--- config.mk ---
export PLATFORM = sky130hd
export DESIGN_NAME = utf8_byte_stream_decoder_unit
export DESIGN_NICKNAME = d
export VERILOG_FILES = /design/src/rtl/utf8d_pkg.sv /design/src/rtl/utf8_byte_stream_decoder_unit.sv /design/src/rtl/utf8d_decode.sv
export VERILOG_INCLUDE_DIRS = /design/src /design/src/rtl
export SDC_FILE = /design/constraint.sdc
export NUM_CORES = 1
export LEC_CHECK = 0
export ABC_AREA = 1
export BUFFER_PORTS_ARGS = -buffer_cell sky130_fd_sc_hd__buf_4
export CAP_MARGIN = 20
export CORE_MARGIN = 1
export CORE_UTILIZATION = 40
export CTS_BUF_LIST = sky130_fd_sc_hd__clkbuf_4 sky130_fd_sc_hd__clkbuf_8
export CTS_CLUSTER_DIAMETER = 200
export DETAILED_ROUTE_END_ITERATION = 7
export SETUP_SLACK_MARGIN = 0.3
export SKIP_CTS_REPAIR_TIMING = 1
export SLEW_MARGIN = 20
export SYNTH_ARGS = -nofsm -noshare
export SYNTH_HDL_FRONTEND = slang
export SYNTH_SLANG_ARGS = --single-unit
export TNS_END_PERCENT = 20
--- constraint.sdc ---
create_clock -name clk -period 2.63 [get_ports clk]
set_clock_uncertainty 0.05 [all_clocks]
set_input_delay 0.1315 -clock clk [delete_from_list [all_inputs] [get_ports clk]]
set_output_delay 0.1315 -clock clk [all_outputs]
set_load 0.005 [all_outputs]
--- src/rtl/utf8_byte_stream_decoder_unit_macros.svh ---
// Assertion macros shared by the UTF-8 decoder RTL.
`ifndef UTF8_BYTE_STREAM_DECODER_UNIT_MACROS_SVH
`define UTF8_BYTE_STREAM_DECODER_UNIT_MACROS_SVH

// Same-cycle implication, sampled on clk, off during reset.
`define U8D_ASSERT_IMPL(label, ante, cons, msg) \
  label: assert property (@(posedge clk) disable iff (!rst_n) (ante) |-> (cons)) \
    else $error(msg);

// Next-cycle implication, sampled on clk, off during reset.
`define U8D_ASSERT_NEXT(label, ante, cons, msg) \
  label: assert property (@(posedge clk) disable iff (!rst_n) (ante) |=> (cons)) \
    else $error(msg);

`endif

--- src/rtl/utf8d_pkg.sv ---
// Types and constants for the UTF-8 byte stream decoder.
package utf8d_pkg;

  localparam int unsigned CpW    = 21;
  localparam int unsigned CntW   = 3;
  localparam logic [CpW-1:0] ReplChar = 21'h00FFFD;

  typedef struct packed {
    logic [7:0] data_byte;
    logic       flush;
  } in_t;

  typedef struct packed {
    logic [CpW-1:0] code_point;
    logic           last_of_run;
  } out_t;

  // Decoder state carried between transactions.
  typedef struct packed {
    logic [2:0]     exp_len;
    logic [1:0]     held;
    logic [CpW-1:0] partial;
  } dec_state_t;

  // Result group of one transaction: cnt results, all U+FFFD but the last,
  // which carries cp.
  typedef struct packed {
    logic [CntW-1:0] cnt;
    logic [CpW-1:0]  cp;
  } res_grp_t;

endpackage

--- src/rtl/utf8_byte_stream_decoder_unit.sv ---
// Top level of the UTF-8 byte stream decoder.
//
// Takes one byte (or a flush marker) per input transaction and delivers
// decoded code points, one per output transaction. ASCII passes through;
// leads 110/1110/11110 open 2/3/4-byte sequences whose 6-bit payloads are
// gathered with no overlong or surrogate checks. Bad leads and stray
// continuations give U+FFFD; a broken sequence gives U+FFFD for the lead and
// each held continuation, then the offending byte is decoded again. A flush
// turns held bytes into U+FFFD each. last_of_run marks the final result of
// each input transaction. Throughput is one byte per cycle while each byte
// causes at most one result and out_stall is low; a byte causing more than
// one result holds the input while the single output register drains one
// per cycle when out_stall is low. A byte passes an input register, then
// the decode logic feeding the result group register. The input register
// lets one more byte be taken while a finished result waits on out_stall.
module utf8_byte_stream_decoder_unit (
  input  logic            clk,
  input  logic            rst_n,
  input  logic            in_valid,
  output logic            in_stall,
  input  utf8d_pkg::in_t  in_data,
  output logic            out_valid,
  input  logic            out_stall,
  output utf8d_pkg::out_t out_data
);
  import utf8d_pkg::*;

  `include "utf8_byte_stream_decoder_unit_macros.svh"

  // input register
  logic       in_vld_r, in_vld_nxt;
  in_t        in_data_r;

  // decoder state
  dec_state_t st_r, st_nxt;

  // result group register: cnt results pending, last one carries cp
  logic [CntW-1:0] grp_cnt_r, grp_cnt_nxt;
  logic [CpW-1:0]  grp_cp_r, grp_cp_nxt;

  dec_state_t dec_st;
  res_grp_t   dec_grp;
  logic       out_take;
  logic       advance;

  utf8d_decode u_decode (
    .st     (st_r),
    .item   (in_data_r),
    .st_nxt (dec_st),
    .grp    (dec_grp)
  );

  assign out_valid = (grp_cnt_r != '0);
  assign out_take  = out_valid && !out_stall;
  assign out_data.code_point  = (grp_cnt_r == CntW'(1)) ? grp_cp_r : ReplChar;
  assign out_data.last_of_run = (grp_cnt_r == CntW'(1));

  // The held byte moves on once the group register is empty or its last
  // result leaves this cycle.
  assign advance  = in_vld_r &&
                    ((grp_cnt_r == '0) || ((grp_cnt_r == CntW'(1)) && out_take));
  assign in_stall = in_vld_r && !advance;

  always_comb begin
    in_vld_nxt  = in_vld_r;
    st_nxt      = st_r;
    grp_cnt_nxt = grp_cnt_r;
    grp_cp_nxt  = grp_cp_r;
    if (!in_stall) begin
      in_vld_nxt = in_valid;
    end
    if (advance) begin
      st_nxt      = dec_st;
      grp_cnt_nxt = dec_grp.cnt;
      grp_cp_nxt  = dec_grp.cp;
    end else if (out_take) begin
      grp_cnt_nxt = grp_cnt_r - CntW'(1);
    end
  end

  always_ff @(posedge clk) begin
    if (!rst_n) begin
      in_vld_r  <= 1'b0;
      st_r      <= '0;
      grp_cnt_r <= '0;
    end else begin
      in_vld_r  <= in_vld_nxt;
      st_r      <= st_nxt;
      grp_cnt_r <= grp_cnt_nxt;
    end
  end

  always_ff @(posedge clk) begin
    grp_cp_r <= grp_cp_nxt;
    if (!in_stall) begin
      in_data_r <= in_data;
    end
  end

  `U8D_ASSERT_IMPL(a_grp_cnt_max, 1'b1, grp_cnt_r <= CntW'(4), "result group over four")
  `U8D_ASSERT_IMPL(a_fill_is_repl, out_valid && !out_data.last_of_run,
                   out_data.code_point == ReplChar, "non-final result not U+FFFD")
  `U8D_ASSERT_IMPL(a_seq_len, st_r.exp_len != 3'd0,
                   (st_r.exp_len >= 3'd2) && (st_r.exp_len <= 3'd4) &&
                   (({1'b0, st_r.held} + 3'd1) < st_r.exp_len),
                   "open sequence state inconsistent")
  `U8D_ASSERT_NEXT(a_drain, out_take && (grp_cnt_r > CntW'(1)),
                   grp_cnt_r == $past(grp_cnt_r) - CntW'(1), "group did not drain by one")

endmodule

--- src/rtl/utf8d_decode.sv ---
// Combinational byte decode: next decoder state and result group.
module utf8d_decode (
  input  utf8d_pkg::dec_state_t st,
  input  utf8d_pkg::in_t        item,
  output utf8d_pkg::dec_state_t st_nxt,
  output utf8d_pkg::res_grp_t   grp
);
  import utf8d_pkg::*;

  logic [7:0]     b;
  logic           f_emit;
  logic [CpW-1:0] f_cp;
  dec_state_t     f_st;
  logic [2:0]     pend_cnt;
  logic [1:0]     held_inc;
  logic           done;
  logic [CpW-1:0] ext_val;

  assign b = item.data_byte;

  // Fresh decode of a byte with no sequence open.
  always_comb begin
    f_st   = '0;
    f_emit = 1'b0;
    f_cp   = ReplChar;
    if (!b[7]) begin
      f_emit = 1'b1;
      f_cp   = {13'd0, b};
    end else if (b[7:5] == 3'b110) begin
      f_st.exp_len = 3'd2;
      f_st.partial = {16'd0, b[4:0]};
    end else if (b[7:4] == 4'b1110) begin
      f_st.exp_len = 3'd3;
      f_st.partial = {17'd0, b[3:0]};
    end else if (b[7:3] == 5'b11110) begin
      f_st.exp_len = 3'd4;
      f_st.partial = {18'd0, b[2:0]};
    end else begin
      f_emit = 1'b1;
    end
  end

  assign pend_cnt = (st.exp_len != 3'd0) ? ({1'b0, st.held} + 3'd1) : 3'd0;
  assign held_inc = st.held + 2'd1;
  assign done     = (({1'b0, held_inc}) + 3'd1) >= st.exp_len;
  assign ext_val  = {st.partial[CpW-7:0], b[5:0]};

  always_comb begin
    st_nxt   = st;
    grp.cnt  = '0;
    grp.cp   = ReplChar;
    if (item.flush) begin
      st_nxt  = '0;
      grp.cnt = pend_cnt;
    end else if (st.exp_len != 3'd0) begin
      if (b[7:6] == 2'b10) begin
        if (done) begin
          st_nxt  = '0;
          grp.cnt = 3'd1;
          grp.cp  = ext_val;
        end else begin
          st_nxt.held    = held_inc;
          st_nxt.partial = ext_val;
        end
      end else begin
        // broken sequence: flush what is held, then decode this byte anew
        st_nxt  = f_st;
        grp.cnt = pend_cnt + {2'd0, f_emit};
        grp.cp  = f_emit ? f_cp : ReplChar;
      end
    end else begin
      st_nxt  = f_st;
      grp.cnt = {2'd0, f_emit};
      grp.cp  = f_cp;
    end
  end

endmodule
==> impl_results.md <==
- Leading cell types in the layout, fill and taps excluded: nand2_1 (55), buf_4 (43), inv_1 (32)
- Cells taking the most area after synthesis: edfxtp_1 (33%), dfxtp_1 (18%), nand2_1 (7.8%), inv_1 (4.7%), ha_1 (4.6%)
- Placed Cells incl. Taps: 404
- First-pass GRT wire length: 8800 um
- Overall die width: 84.7 um
- Sum of internal, switching and leakage power: 2330 uW
- Yosys warns: 0
- Required time reported for the critical path endpoint: 2650 ps
- IR drop worst, VDD: 0.342 mV
- Number of levels in the clock H-tree: 2
- Count of endpoints failing setup in the final report: 0
- Total met2 wirelength after detailed routing: 2590 um
- Synth Area per Inst: 9.16 um^2
- Endpoint of the worst hold path: in_vld_r
- Cell count after synthesis: 299
- Via count of the first global-routing pass: 1,958
- Clock-pin slew reported for the worst setup and hold paths after clock tree synthesis: 90 ps
- Starting utilization of the core area: 0.422
- Post-detailed-placement half-perimeter wirelength: 3710 um
- Worst hold-check slack: 20.3 ps
- Launching element type of the critical path: register
- Slack of the worst reg-to-reg path: 400 ps
- Count of cells along the worst hold path: 2
- Last weighted congestion value of the routability-driven placer: 0.878
- CTS tree: yes
- Via Count: 2,070
- Period utilisation layout: 0.850
- Clock latency at the later pin of the worst-skew pair: 310 ps
- Maximum number of pins on one net before global-route repair: 27
- Setup crit end kind: register
- Max Clock Freq: 0.448 GHz
- Worst slew slack as a fraction of its limit: 0.438
- Startpoint of the most critical register-to-register path: st_r[21]
- Maximum single-stage delay on the critical path: 380 ps
- Pre-Repair DR Iteration Count: 7
- Sequential-to-total area share from yosys stat: 0.504
- I/O Pins: 37
- Library cell contributing the largest single delay on the critical path: dfxtp_2
- Bufs and invs on worst path: 4
- Tot GR Track Use: 0.155
- Setup repair after global routing missed its margin: no
- Non-filler instance count after layout: 426
- Met3 routed WL: 176 um
- Final routed DRC violation total: 0
- Yosys reg bits: 54
- Root Buffer: clkbuf_8
- Row Count: 29
- Syn Std Cell Area: 0.00274 mm^2
- Arrival time at the worst endpoint: 2250 ps
- HP Class: input pin to register
- Antenna Violating Nets Remaining: 0
- Core Util, Final: 0.512
- Total Wirelength: 5240 um
- Total die area: 0.00718 mm^2
- Count of distinct cell types in the synthesized netlist: 35
- Residual overflow from global routing: 0
- Largest area contributor in the netlist: edfxtp_1
- Min cycle time layout: 2230 ps
- Worst Tran Pin Value: 841 ps
- Share of cells above drive strength 1: 0.318
- P per Cell Area: 701 mW/mm^2
- Clock buffers created by TritonCTS: 5
- Die span in y: 84.7 um
- Number of antenna violations at the first check in global routing: 0
- Status: completed
- Area of all sequential standard cells: 0.00138 mm^2
- Maximum fanout count along the critical path: 5
- CP cell instances: inv_4 -> ha_4 -> xor2_1 -> ha_1 -> nand2_1 -> inv_1 -> nand2_2 -> nand2_2 -> inv_4 -> nor2_4 -> nor2_4 -> nor2_4 -> inv_2 -> or2_1
- Area Overhead vs Synth: 21.5%
- Type of the worst setup path: register to register
- Crit-path leading delay family: simple AND/OR/NAND/NOR gates
- Static leakage: 0.00129 uW
- Cells on worst reg2reg path: 14
- Setup TNS: 0 ps
- Via density per instance: 4.86
- Share of the synthesized area in the top cell type: 0.329
- Routed met1 length: 2390 um
- Origin of the worst min-delay path: rst_n
- Filler Cells Inserted: 595
- Total number of clock tree sinks: 54
- Nets@finish: 371
- Max Used Layer: met4
- Endpoint of the worst register-to-register path: grp_cp_r[0]
- Antenna diode count: 0
- Critical Path Most Common Cell: nor2_4
- Final-report hold violation count: 0
- Syn Nets: 322
- CORE AREA: 0.00649 mm^2
- Most common library cell in the layout ignoring fill and taps: nand2_1
- First-iteration detailed-routing DRC count: 120
- Number of gates on the worst path with buffers counted: 14
- Multi-input gate area in the final layout: 0.00115 mm^2
- Final Slew Violations: 0
- PortBufs: 36
- Number of max-cap violations: 0
- Number of buffers on the longest clock path: 2
- Post-DR wirelength/cell: 12.3 um
-- how the worst max path moves through the flow --
stage             endpoint  slack [ps]      from
2_1_floorplan  grp_cp_r[0]         340  st_r[21]
3_3_place_gp   grp_cp_r[0]         260  st_r[21]
3_5_place_dp   grp_cp_r[2]         170  st_r[21]
4_1_cts        grp_cp_r[2]         150  st_r[21]
5_1_grt        grp_cp_r[2]         280  st_r[21]
6_report       grp_cp_r[0]         400  st_r[21]
-- state kept, by name (all words and copies together), names as in the netlist --
| register | cells |
|---|---|
| st_r | 20 |
| in_data_r | 9 |
| grp_cp_r | 21 |
| in_vld_r | 1 |
| grp_cnt_r | 3 |
-- routing by layer --
layer,GRT usage,up-vias
li1,-,1072
met1,0.192,949
met2,0.266,42
met3,0.0393,7
met4,0.0508,0
met5,0,-
-- final cells by class --
type	count	area share
tap	77	0.0289
clock buffer	7	0.0252
multi-input combinational	192	0.345
timing repair buffer	53	0.127
clock inverter	1	0.00902
inverter	42	0.0492
sequential	54	0.415
-- report_power, final --
part,switching (uW),leakage (uW),internal [uW],total [uW]
registers,70.5,0.000474,1050,1120
clock network,261,0.0000593,306,566
logic,391,0.000756,257,648
total,722,0.00129,1610,2330
-- kinds of logic after synthesis --
family                   count (synthesis)  synth area share
AND/OR/NAND/NOR                        134             0.256
adder cells (fa/ha/maj)                 10            0.0457
buffers and inverters                   53            0.0845
XOR/XNOR                                 3           0.00960
AO/OA/AOI/OAI                           45            0.0996
flip-flops                              54             0.504
-- worst register-to-register path, stage by stage, from the launching register on --
cell and delay [ps]:
dfxtp_2 380, inv_4 60, ha_4 250, xor2_1 140, ha_1 270, nand2_1 50, inv_1 60, nand2_2 50
nand2_2 90, inv_4 60, nor2_4 120, nor2_4 60, nor2_4 130, inv_2 50, or2_1 200
-- synthesized netlist by cell type, drive strengths merged --
master   n
nand2   62
inv     40
edfxtp  30
nor2    28
a21oi   27
dfxtp   24
nand3   17
or2     17
o21ai   15
ha      10
nand4    8
buf      6
clkbuf   5
clkinv   2
xnor2    2
nand3b   1
nor3     1
o21a     1
o22ai    1
o31ai    1
xor2     1
-- per-stage QoR --
step	setup slack (ps)	area (um^2)
after floorplan	344	2740
after global placement	260	3060
after detailed placement	173	3060
after CTS	149	3170
after global routing	283	3330
final	395	3330
Power figures use the tool's default switching activity.
